### src/hdl/rbc_pkg.sv
// rbc_pkg: shared types, sizes and codes for the buffer cache block.
// Used by rbc_front, rbc_back and refcounted_block_buffer_cache.
// No dependencies.
`timescale 1ns / 1ps
`default_nettype none

package rbc_pkg;

   // Pool size and the index width that follows from it
   localparam int NUM_SLOTS = 32;
   localparam int IDX_W     = (NUM_SLOTS > 1) ? $clog2(NUM_SLOTS) : 1;

   // Fixed field widths
   localparam int OPC_W  = 2;
   localparam int DEV_W  = 8;
   localparam int BLK_W  = 32;
   localparam int SLOT_W = 5;
   localparam int STAT_W = 2;
   localparam int CNT_W  = 8;

   localparam logic [CNT_W-1:0] CNT_MAX = '1;
   localparam logic [CNT_W-1:0] CNT_ONE = CNT_W'(1);

   // Decoupling queue between front and back
   localparam int QUEUE_DEPTH = 2;
   localparam int QPTR_W      = (QUEUE_DEPTH > 1) ? $clog2(QUEUE_DEPTH) : 1;

   typedef enum logic [OPC_W-1:0] {
      OP_GET     = 2'd0,
      OP_RELEASE = 2'd1,
      OP_PIN     = 2'd2,
      OP_UNPIN   = 2'd3
   } op_type;

   typedef enum logic [STAT_W-1:0] {
      ST_OK      = 2'd0,
      ST_NO_FREE = 2'd1,
      ST_ERROR   = 2'd2
   } status_type;

   typedef enum logic {
      BK_LOOK   = 1'b0,
      BK_COMMIT = 1'b1
   } back_state_type;

   typedef struct packed {
      logic [OPC_W-1:0]  opcode;
      logic [DEV_W-1:0]  device;
      logic [BLK_W-1:0]  block_number;
      logic [SLOT_W-1:0] slot;
   } req_type;

   typedef struct packed {
      logic [SLOT_W-1:0] slot_out;
      logic              needs_read;
      logic [STAT_W-1:0] status;
      logic [CNT_W-1:0]  count_out;
   } rsp_type;

   // Decoded view of a request, made once at the front
   typedef struct packed {
      op_type           kind;
      logic             slot_oob;
      logic [IDX_W-1:0] idx;
   } cls_type;

   typedef struct packed {
      req_type req;
      cls_type cls;
   } q_item_type;

endpackage

`default_nettype wire

### src/hdl/rbc_front.sv
// rbc_front: request decode and the short queue that feeds the back end.
// Depends on rbc_pkg.
`timescale 1ns / 1ps
`default_nettype none

module rbc_front (
   input  wire logic                clock,
   input  wire logic                reset,
   input  wire logic                req_valid,
   output logic                     req_stall,
   input  wire rbc_pkg::req_type    req_data,
   output logic                     q_valid,
   output rbc_pkg::q_item_type      q_item,
   input  wire logic                q_pop
);
   import rbc_pkg::*;

   q_item_type        entry_ff [QUEUE_DEPTH];
   logic [QPTR_W-1:0] wr_ptr_ff, wr_ptr_in;
   logic [QPTR_W-1:0] rd_ptr_ff, rd_ptr_in;
   logic [QPTR_W:0]   fill_ff, fill_in;
   q_item_type        new_item;
   logic              push, pop;

   // Decode
   always_comb begin
      new_item.req          = req_data;
      new_item.cls.kind     = op_type'(req_data.opcode);
      new_item.cls.slot_oob = (32'(req_data.slot) >= 32'(NUM_SLOTS));
      new_item.cls.idx      = IDX_W'(req_data.slot);
   end

   assign req_stall = (fill_ff == (QPTR_W+1)'(QUEUE_DEPTH));
   assign q_valid   = (fill_ff != '0);
   assign q_item    = entry_ff[rd_ptr_ff];
   assign push      = req_valid & ~req_stall;
   assign pop       = q_pop & q_valid;

   always_comb begin
      wr_ptr_in = wr_ptr_ff;
      rd_ptr_in = rd_ptr_ff;
      fill_in   = fill_ff;
      if (push) begin
         wr_ptr_in = (wr_ptr_ff == QPTR_W'(QUEUE_DEPTH-1)) ? '0 : wr_ptr_ff + 1'b1;
      end
      if (pop) begin
         rd_ptr_in = (rd_ptr_ff == QPTR_W'(QUEUE_DEPTH-1)) ? '0 : rd_ptr_ff + 1'b1;
      end
      if (push && !pop) begin
         fill_in = fill_ff + 1'b1;
      end else if (pop && !push) begin
         fill_in = fill_ff - 1'b1;
      end
   end

   always_ff @(posedge clock) begin
      if (reset) begin
         wr_ptr_ff <= '0;
         rd_ptr_ff <= '0;
         fill_ff   <= '0;
      end else begin
         wr_ptr_ff <= wr_ptr_in;
         rd_ptr_ff <= rd_ptr_in;
         fill_ff   <= fill_in;
      end
   end

   always_ff @(posedge clock) begin
      if (push) begin
         entry_ff[wr_ptr_ff] <= new_item;
      end
   end

endmodule

`default_nettype wire

### src/hdl/rbc_back.sv
// rbc_back: slot table, tag lookup and reference count update.
// Two steps per request: look (tag compare, free search), commit.
// Depends on rbc_pkg.
`timescale 1ns / 1ps
`default_nettype none

module rbc_back (
   input  wire logic                clock,
   input  wire logic                reset,
   input  wire logic                q_valid,
   input  wire rbc_pkg::q_item_type q_item,
   output logic                     q_pop,
   output logic                     res_valid,
   output rbc_pkg::rsp_type         res_data,
   input  wire logic                res_ready
);
   import rbc_pkg::*;

   // Slot table
   logic [NUM_SLOTS-1:0] used_ff, used_in;
   logic [NUM_SLOTS-1:0] valid_ff, valid_in;
   logic [CNT_W-1:0]     count_ff [NUM_SLOTS];
   logic [CNT_W-1:0]     count_in [NUM_SLOTS];
   logic [DEV_W-1:0]     dev_ff   [NUM_SLOTS];
   logic [BLK_W-1:0]     blk_ff   [NUM_SLOTS];

   // Sequencer and look results
   back_state_type       state_ff, state_in;
   q_item_type           cur_ff;
   logic                 hit_any_ff, free_any_ff;
   logic [IDX_W-1:0]     hit_idx_ff, free_idx_ff;

   logic [NUM_SLOTS-1:0] hit_vec, free_vec;
   logic                 hit_any, free_any;
   logic [IDX_W-1:0]     hit_idx, free_idx;
   logic                 look_en, commit;

   // Commit datapath
   logic [IDX_W-1:0]     act_idx;
   logic [CNT_W-1:0]     cnt, cnt_new;
   logic                 cnt_we, claim, set_valid, free_slot;
   rsp_type              res;

   // Look: full tag compare and lowest free slot
   always_comb begin
      for (int i = 0; i < NUM_SLOTS; i++) begin
         hit_vec[i] = used_ff[i] && (dev_ff[i] == q_item.req.device)
                      && (blk_ff[i] == q_item.req.block_number);
      end
      free_vec = ~used_ff;
      hit_any  = |hit_vec;
      free_any = |free_vec;
      hit_idx  = '0;
      free_idx = '0;
      for (int i = NUM_SLOTS-1; i >= 0; i--) begin
         if (hit_vec[i]) begin
            hit_idx = IDX_W'(i);
         end
         if (free_vec[i]) begin
            free_idx = IDX_W'(i);
         end
      end
   end

   // Sequencer
   always_comb begin
      state_in  = state_ff;
      q_pop     = 1'b0;
      look_en   = 1'b0;
      res_valid = 1'b0;
      commit    = 1'b0;
      case (state_ff)
         BK_LOOK: begin
            if (q_valid) begin
               q_pop    = 1'b1;
               look_en  = 1'b1;
               state_in = BK_COMMIT;
            end
         end
         BK_COMMIT: begin
            res_valid = 1'b1;
            if (res_ready) begin
               commit   = 1'b1;
               state_in = BK_LOOK;
            end
         end
         default: state_in = BK_LOOK;
      endcase
   end

   // Commit: result and table update
   always_comb begin
      if (cur_ff.cls.kind == OP_GET) begin
         act_idx = hit_any_ff ? hit_idx_ff : free_idx_ff;
      end else begin
         act_idx = cur_ff.cls.idx;
      end
      cnt           = count_ff[act_idx];
      cnt_new       = cnt;
      cnt_we        = 1'b0;
      claim         = 1'b0;
      set_valid     = 1'b0;
      free_slot     = 1'b0;
      res.slot_out   = cur_ff.req.slot;
      res.needs_read = 1'b0;
      res.status     = ST_OK;
      res.count_out  = cnt;
      case (cur_ff.cls.kind)
         OP_GET: begin
            if (hit_any_ff) begin
               res.slot_out = SLOT_W'(hit_idx_ff);
               if (cnt == CNT_MAX) begin
                  res.status = ST_ERROR;
               end else begin
                  cnt_we         = 1'b1;
                  cnt_new        = cnt + 1'b1;
                  set_valid      = 1'b1;
                  res.needs_read = ~valid_ff[act_idx];
                  res.count_out  = cnt + 1'b1;
               end
            end else if (free_any_ff) begin
               res.slot_out   = SLOT_W'(free_idx_ff);
               claim          = 1'b1;
               cnt_we         = 1'b1;
               cnt_new        = CNT_ONE;
               set_valid      = 1'b1;
               res.needs_read = 1'b1;
               res.count_out  = CNT_ONE;
            end else begin
               res.slot_out  = '0;
               res.status    = ST_NO_FREE;
               res.count_out = '0;
            end
         end
         OP_RELEASE, OP_PIN, OP_UNPIN: begin
            if (cur_ff.cls.slot_oob) begin
               res.status    = ST_ERROR;
               res.count_out = '0;
            end else if (!used_ff[act_idx]) begin
               res.status = ST_ERROR;
            end else if (cur_ff.cls.kind == OP_PIN) begin
               if (cnt == CNT_MAX) begin
                  res.status = ST_ERROR;
               end else begin
                  cnt_we        = 1'b1;
                  cnt_new       = cnt + 1'b1;
                  res.count_out = cnt + 1'b1;
               end
            end else begin
               if (cnt == '0) begin
                  res.status = ST_ERROR;
               end else begin
                  cnt_we        = 1'b1;
                  cnt_new       = cnt - 1'b1;
                  res.count_out = cnt - 1'b1;
                  // release to zero frees the slot, unpin never does
                  free_slot     = (cur_ff.cls.kind == OP_RELEASE) && (cnt == CNT_ONE);
               end
            end
         end
         default: res.status = ST_ERROR;
      endcase
   end

   assign res_data = res;

   always_comb begin
      used_in  = used_ff;
      valid_in = valid_ff;
      count_in = count_ff;
      if (commit) begin
         if (cnt_we) begin
            count_in[act_idx] = cnt_new;
         end
         if (claim) begin
            used_in[act_idx] = 1'b1;
         end
         if (free_slot) begin
            used_in[act_idx] = 1'b0;
         end
         if (set_valid) begin
            valid_in[act_idx] = 1'b1;
         end
      end
   end

   always_ff @(posedge clock) begin
      if (reset) begin
         state_ff <= BK_LOOK;
         used_ff  <= '0;
         valid_ff <= '0;
         for (int i = 0; i < NUM_SLOTS; i++) begin
            count_ff[i] <= '0;
         end
      end else begin
         state_ff <= state_in;
         used_ff  <= used_in;
         valid_ff <= valid_in;
         count_ff <= count_in;
      end
   end

   // Tags and look results carry no reset
   always_ff @(posedge clock) begin
      if (commit && claim) begin
         dev_ff[act_idx] <= cur_ff.req.device;
         blk_ff[act_idx] <= cur_ff.req.block_number;
      end
      if (look_en) begin
         cur_ff      <= q_item;
         hit_any_ff  <= hit_any;
         hit_idx_ff  <= hit_idx;
         free_any_ff <= free_any;
         free_idx_ff <= free_idx;
      end
   end

   a_single_hit: assert property (@(posedge clock) disable iff (reset)
      (state_ff == BK_LOOK && q_valid && q_item.cls.kind == OP_GET) |-> $onehot0(hit_vec))
      else $error("tag matches more than one used slot");

   a_claim_unused: assert property (@(posedge clock) disable iff (reset)
      (commit && claim) |-> !used_ff[act_idx])
      else $error("claim of a slot already in use");

   a_freed_zero: assert property (@(posedge clock) disable iff (reset)
      (commit && free_slot) |=> (count_ff[$past(act_idx)] == '0) && !used_ff[$past(act_idx)])
      else $error("freed slot left with a count");

   a_commit_hold: assert property (@(posedge clock) disable iff (reset)
      (state_ff == BK_COMMIT && !res_ready) |=> (state_ff == BK_COMMIT) && $stable(cur_ff))
      else $error("pending request lost while output blocked");

endmodule

`default_nettype wire

### src/hdl/refcounted_block_buffer_cache.sv
// refcounted_block_buffer_cache: top level of the reference counted buffer cache.
// Instantiates rbc_front and rbc_back; holds the response register.
// Depends on rbc_pkg.
//
//   Channel   Ports                            Moves
//   request   req_valid, req_stall, req_data   opcode, device, block_number, slot
//   response  rsp_valid, rsp_stall, rsp_data   slot_out, needs_read, status, count_out
//
// Sequence: the back end handles each request in a look step (tag compare over
//   all slots plus lowest-free search) and a commit step (count update and
//   result), and pops no new request until that commit is done. A request
//   passes the queue write, the look and the commit into the response register.
// Reset: synchronous, active high; clears queue, sequencer, used/valid marks and
//   counts. Tag storage is not reset and is read only on used slots.
// Stalls: a 2-entry queue decouples request intake from the back end; req_stall
//   rises only when it is full. The response register frees the back end as
//   soon as a waiting result is taken.
`timescale 1ns / 1ps
`default_nettype none

module refcounted_block_buffer_cache (
   input  wire logic             clock,
   input  wire logic             reset,
   input  wire logic             req_valid,
   output logic                  req_stall,
   input  wire rbc_pkg::req_type req_data,
   output logic                  rsp_valid,
   input  wire logic             rsp_stall,
   output rbc_pkg::rsp_type      rsp_data
);
   import rbc_pkg::*;

   logic       q_valid;
   q_item_type q_item;
   logic       q_pop;
   logic       res_valid;
   rsp_type    res_data;
   logic       res_ready;

   // Response register
   logic       rsp_valid_ff, rsp_valid_in;
   rsp_type    rsp_data_ff, rsp_data_in;

   rbc_front u_front (
      .clock     (clock),
      .reset     (reset),
      .req_valid (req_valid),
      .req_stall (req_stall),
      .req_data  (req_data),
      .q_valid   (q_valid),
      .q_item    (q_item),
      .q_pop     (q_pop)
   );

   rbc_back u_back (
      .clock     (clock),
      .reset     (reset),
      .q_valid   (q_valid),
      .q_item    (q_item),
      .q_pop     (q_pop),
      .res_valid (res_valid),
      .res_data  (res_data),
      .res_ready (res_ready)
   );

   // Register can load when empty or when its transfer completes this cycle
   assign res_ready = ~rsp_valid_ff | ~rsp_stall;

   always_comb begin
      rsp_valid_in = rsp_valid_ff;
      rsp_data_in  = rsp_data_ff;
      if (res_ready) begin
         rsp_valid_in = res_valid;
         if (res_valid) begin
            rsp_data_in = res_data;
         end
      end
   end

   always_ff @(posedge clock) begin
      if (reset) begin
         rsp_valid_ff <= 1'b0;
      end else begin
         rsp_valid_ff <= rsp_valid_in;
      end
   end

   always_ff @(posedge clock) begin
      rsp_data_ff <= rsp_data_in;
   end

   assign rsp_valid = rsp_valid_ff;
   assign rsp_data  = rsp_data_ff;

endmodule

`default_nettype wire

### config.mk
export PLATFORM = sky130hd
export DESIGN_NAME = refcounted_block_buffer_cache
export DESIGN_NICKNAME = d
export VERILOG_FILES = /design/src/hdl/rbc_pkg.sv /design/src/hdl/rbc_front.sv /design/src/hdl/rbc_back.sv /design/src/hdl/refcounted_block_buffer_cache.sv
export SDC_FILE = /design/constraint.sdc
export NUM_CORES = 2
export LEC_CHECK = 0
export BUFFER_PORTS_ARGS = -buffer_cell sky130_fd_sc_hd__buf_4
export CORE_ASPECT_RATIO = 0.7
export CORE_MARGIN = 1
export CORE_UTILIZATION = 55
export DETAILED_ROUTE_END_ITERATION = 16
export PLACE_DENSITY = 0.77
export SLEW_MARGIN = 25
export SYNTH_ARGS = -nofsm -noshare
export SYNTH_HDL_FRONTEND = slang
export SYNTH_SLANG_ARGS = --single-unit
### constraint.sdc
create_clock -name clock -period 5.88 [get_ports clock]
set_clock_uncertainty 0.15 [all_clocks]
set_input_delay 0.882 -clock clock [delete_from_list [all_inputs] [get_ports clock]]
set_output_delay 0.882 -clock clock [all_outputs]
set_load 0.05 [all_outputs]
==> results by stage <==
Clocking:
- TritonCTS built the clock tree.
- The clock latency of the later-clocked register in the worst-skew pair is 0.82 ns.
- After clock tree synthesis, the clock-pin slew on the worst setup and hold paths is 0.07 ns.
- The root cell of the clock tree is sky130_fd_sc_hd__clkbuf_16.
- TritonCTS created 161 clock buffers.
- In this run the deepest clock path goes through 3 buffers.
- For this design, the sink count on the clock tree is 1776.
- The H-tree depth reported by CTS is 4.
- The hold buffer count at CTS is 0.

Setup path:
- Counting cells, the worst reg-to-reg path comes to 15.
- STA classifies the critical path endpoint as a flip-flop.
- The critical path is of the reg -> reg type.
- The critical path startpoint category is a flip-flop.
- Data arrives at the worst endpoint at around 6.3 ns.
- The register-to-register path setup slack is 0.11 ns.
- The required time of the critical path is between 6 and 7 ns.
- In this run the worst path has a maximum fanout of 13.

Synthesis:
- The dominant synthesized flop cell is sky130_fd_sc_hd__edfxtp_1.
- Counting instances in the post-synthesis netlist gives the leading cell types as sky130_fd_sc_hd__edfxtp_1 (1449), sky130_fd_sc_hd__xnor2_1 (831), sky130_fd_sc_hd__xor2_1 (443).
- The most common cell in the synthesized netlist is sky130_fd_sc_hd__edfxtp_1.
- In this run, synthesis inferred 1449 flip-flops with an integrated enable.
- The synthesized cell area is 0.0750 sq mm.
- sky130_fd_sc_hd__edfxtp_1 takes more of the synthesized area than any other cell.
- The top cell type by area accounts for 58.0% of the synthesized area.
- Counting flops with an async set or reset pin after synthesis yields a share of 0%.
- Yosys mapped the design onto 71 distinct sky130hd cell types.
- The synthesized-area fraction occupied by xor and xnor cells is 14.9%.
- The mean instance size in the synthesized netlist is 14.4 sq um.
- For this run, the register share of the synthesized area comes to approximately two thirds.
- The post-synthesis sequential element count is 1776.
- The adder-cell share of the synthesized area is 0.0667%.
- The dominant combinational cell family by area after synthesis is XOR/XNOR gates.
- For this run, the number of Yosys warnings is 0.
- The total nets after synthesis is 5274.
- The mux contribution to synthesized area is 3.63%.
- The synthesized netlist devotes around 4.4% of its cell area to compound gates.
- By area the synthesized netlist is led by sky130_fd_sc_hd__edfxtp_1 (58%), sky130_fd_sc_hd__xnor2_1 (9.7%), sky130_fd_sc_hd__dfxtp_1 (8.7%).
- Synthesis handed over a netlist of around 5200 instances.
- Of the total synthesized cell area, the portion taken by AND, OR, NAND and NOR gates is 8.03%.

Worst hold path:
- Counting instances, the worst hold path has a depth of 1.
- The beginning of the worst hold path is req_data[10].
- The min-delay analysis places its worst path in the category in -> reg.

Timing:
- The worst pin sits at a relative slew slack of 17.6%.
- The number of slew-limit violations in the final report is 0.
- The hold violation total from the final report is 0.
- Setup violations remaining at the end of the flow were counted as 0.
- For the pin with the worst max-slew slack, the measured transition is 1.24 ns.
- The smallest setup slack after layout is 0.113 ns.
- The share of the clock period used by the worst path after layout is between 90% and 100%.
- The peak clock frequency supported by timing is 173 MHz.
- The worst path in the final design needs a cycle of 5.77 ns, including I/O delays and setup.
- Hold is met by approximately 0.10 ns.

Die:
- The x dimension of the die is approximately 440 um.
- For this configuration, the core starts out at a cell density of 55.9%.
- The core region is 0.134 sq mm.
- For this design the top-level I/O count stands at 69.
- The number of core rows is 112.
- In this run the vertical extent of the chip is 311 um.
- The floorplan step defined a die boundary enclosing 0.138 sq mm.

Routing:
- Wires add up to about 240 mm.
- Once detail routing completed, the nets flagged for antenna violations numbered 0.
- Using the TritonRoute via totals, the vias-per-cell ratio works out to around 6.6.
- The first detailed-routing pass took 8 iterations.
- For this block, the initial DRC count from the detailed router was 10117.
- The via count is roughly 49000.
- The number of DRC violations after detailed routing is 0.
- Dividing the detail-routed wire length by the instance count gives around 33 um.

Placement:
- The final RePlAce weighted congestion is 0.934.
- The final HPWL from detailed placement is 145 mm.
- In this run the tool buffered the top-level ports with 68 buffer cells.
- The placement-stage worst setup slack is roughly 0.34 ns.

Run:
- The count of max-cap constraint violations is 0.

Power and ir drop:
- The power per cell area is between 400 and 500 mW/mm^2.
- In this run the static leakage power is roughly 27 nW.
- IR analysis of the VDD net gives a maximum drop of 347 uV.

GRT:
- The first global-routing pass estimated 336 mm of wire.
- The number of antenna violations at the first check in global routing is 20.
- Entering global routing, the biggest net connects 186 pins.
- The number of global-route vias before repair is between 40000 and 50000.
- Summed over all layers, the global routing overflow is 0.
- In the global route stage, overall resource usage came out at 34.5%.

Status:
- The run finished with clean final reports.

Cells and area:
- After the last flow step, the layout net total stands at approximately 5500.
- The area growth from synthesis to layout is 14.2%.
- The layout has 9357 filler cells.
- The post-route netlist has between 10 and 15% of its cells at a drive strength greater than 1.
report_power, final:
group | total [mW] | switching [mW] | internal [mW]
clock network | 10.5 | 4.76 | 5.79
registers | 16.1 | 0.719 | 15.4
logic | 13.1 | 9.46 | 3.61
total | 39.8 | 14.9 | 24.8
cells in the final DEF, fill, tap and decap left out, drive strengths merged, types with 27 or more instances in the layout:
cell / synthesis / layout
a211oi: 218 / 218
a21oi: 93 / 93
nor3: 64 / 64
nand2: 120 / 120
dfxtp: 327 / 327
nand3: 110 / 110
edfxtp: 1449 / 1449
nor2: 375 / 375
mux2i: 101 / 101
or4: 27 / 27
nand4: 134 / 134
clkbuf: 111 / 205
o21ai: 47 / 47
xor2: 443 / 443
xnor2: 831 / 831
buf: 174 / 379
mux4: 72 / 72
nor4: 236 / 236
inv: 89 / 97
clkinv: 0 / 61
cell families (layout without fill, tap and decap cells):
group / Yosys count / in the layout
AOI/OAI and AO/OA: 470 / 471
xor gates and xnor gates: 1274 / 1274
adders and majority gates: 4 / 4
buffers and inverters: 374 / 755
DFF: 1776 / 1776
muxes: 181 / 181
other: 0 / 15
and+or+nand+nor: 1140 / 1140
worst paths after layout:
kind	to
setup reg to reg	u_back.hit_idx_ff[1]$_SDFFCE_PP0P_
hold reg to reg	u_back.count_ff[44]$_SDFFE_PP0P_
setup / recovery	u_back.hit_idx_ff[1]$_SDFFCE_PP0P_
hold / removal	u_front.entry_ff[1][17]$_DFFE_PP_
critical path, cell delays in order, from the launching register on:
cell and delay (ns):
sky130_fd_sc_hd__dfxtp_4 0.61, sky130_fd_sc_hd__buf_4 0.29, sky130_fd_sc_hd__mux2i_4 0.51, sky130_fd_sc_hd__xnor2_1 0.17, sky130_fd_sc_hd__nor4_1 0.73, sky130_fd_sc_hd__nand3_1 0.25
sky130_fd_sc_hd__or4_1 0.70, sky130_fd_sc_hd__a211oi_1 0.48, sky130_fd_sc_hd__o31ai_1 0.14, sky130_fd_sc_hd__a211oi_1 0.40, sky130_fd_sc_hd__o31a_1 0.19, sky130_fd_sc_hd__o31ai_1 0.07
sky130_fd_sc_hd__a211oi_1 0.24, sky130_fd_sc_hd__o31ai_1 0.11, sky130_fd_sc_hd__a211oi_1 0.32, sky130_fd_sc_hd__buf_4 0.23
cell type report:
| type | count | area (sq um) | share of cell area, % |
|---|---|---|---|
| Antenna cell | 15 | 37.5 | 0.0438 |
| Clock buffer | 205 | 4480 | 5.23 |
| Clock inverter | 82 | 702 | 0.820 |
| Inverter | 89 | 334 | 0.390 |
| Multi-Input combinational cell | 3070 | 24100 | 28.1 |
| Sequential cell | 1776 | 50100 | 58.5 |
| Tap cell | 1767 | 2210 | 2.58 |
| Timing Repair Buffer | 379 | 3740 | 4.36 |
stage by stage:
step | instances | setup TNS [ns] | total power [mW] | util (%) | area, sq um
3_5_place_dp | 7060 | 0 | 28.6 | 59.6 | 80100
4_1_cts | 7347 | 0 | 38.9 | 63.5 | 85200
3_3_place_gp | 7040 | 0 | 28.4 | 59.3 | 79600
2_1_floorplan | 5219 | 0 | 22.3 | - | 75000
5_1_grt | 7368 | -0.249 | 40.2 | 63.8 | 85600
6_report | 7383 | 0 | 39.8 | 63.8 | 85600
registers in the layout, summed over array words and instances (netlist names), named ones only:
signal	cells
u_front.fill_ff	2
rsp_data	16
u_back.free_any_ff	1
u_front.entry_ff	94
u_front.wr_ptr_ff	1
u_back.valid_ff	32
u_back.count_ff	256
rsp_valid	1
u_back.hit_any_ff	1
u_back.dev_ff	256
u_back.hit_idx_ff	5
u_back.cur_ff	47
u_back.blk_ff	1024
u_back.state_ff	1
u_back.free_idx_ff	5
u_front.rd_ptr_ff	1
what timing repair did:
action	in CTS	in global routing
gates resized for setup	0	5
setup buffers	0	8
setup endpoints to repair	0	11
per-layer routing:
layer | global-route usage (%) | vias to the layer above | part of all wire (%)
li1 | - | 19738 | -
met1 | 51.0 | 23973 | 37
met2 | 47.5 | 4623 | 41
met3 | 11.4 | 580 | 19
met4 | 12.3 | 6 | 3.5
met5 | 0 | - | 0.014
Power figures use the tool's default switching activity.
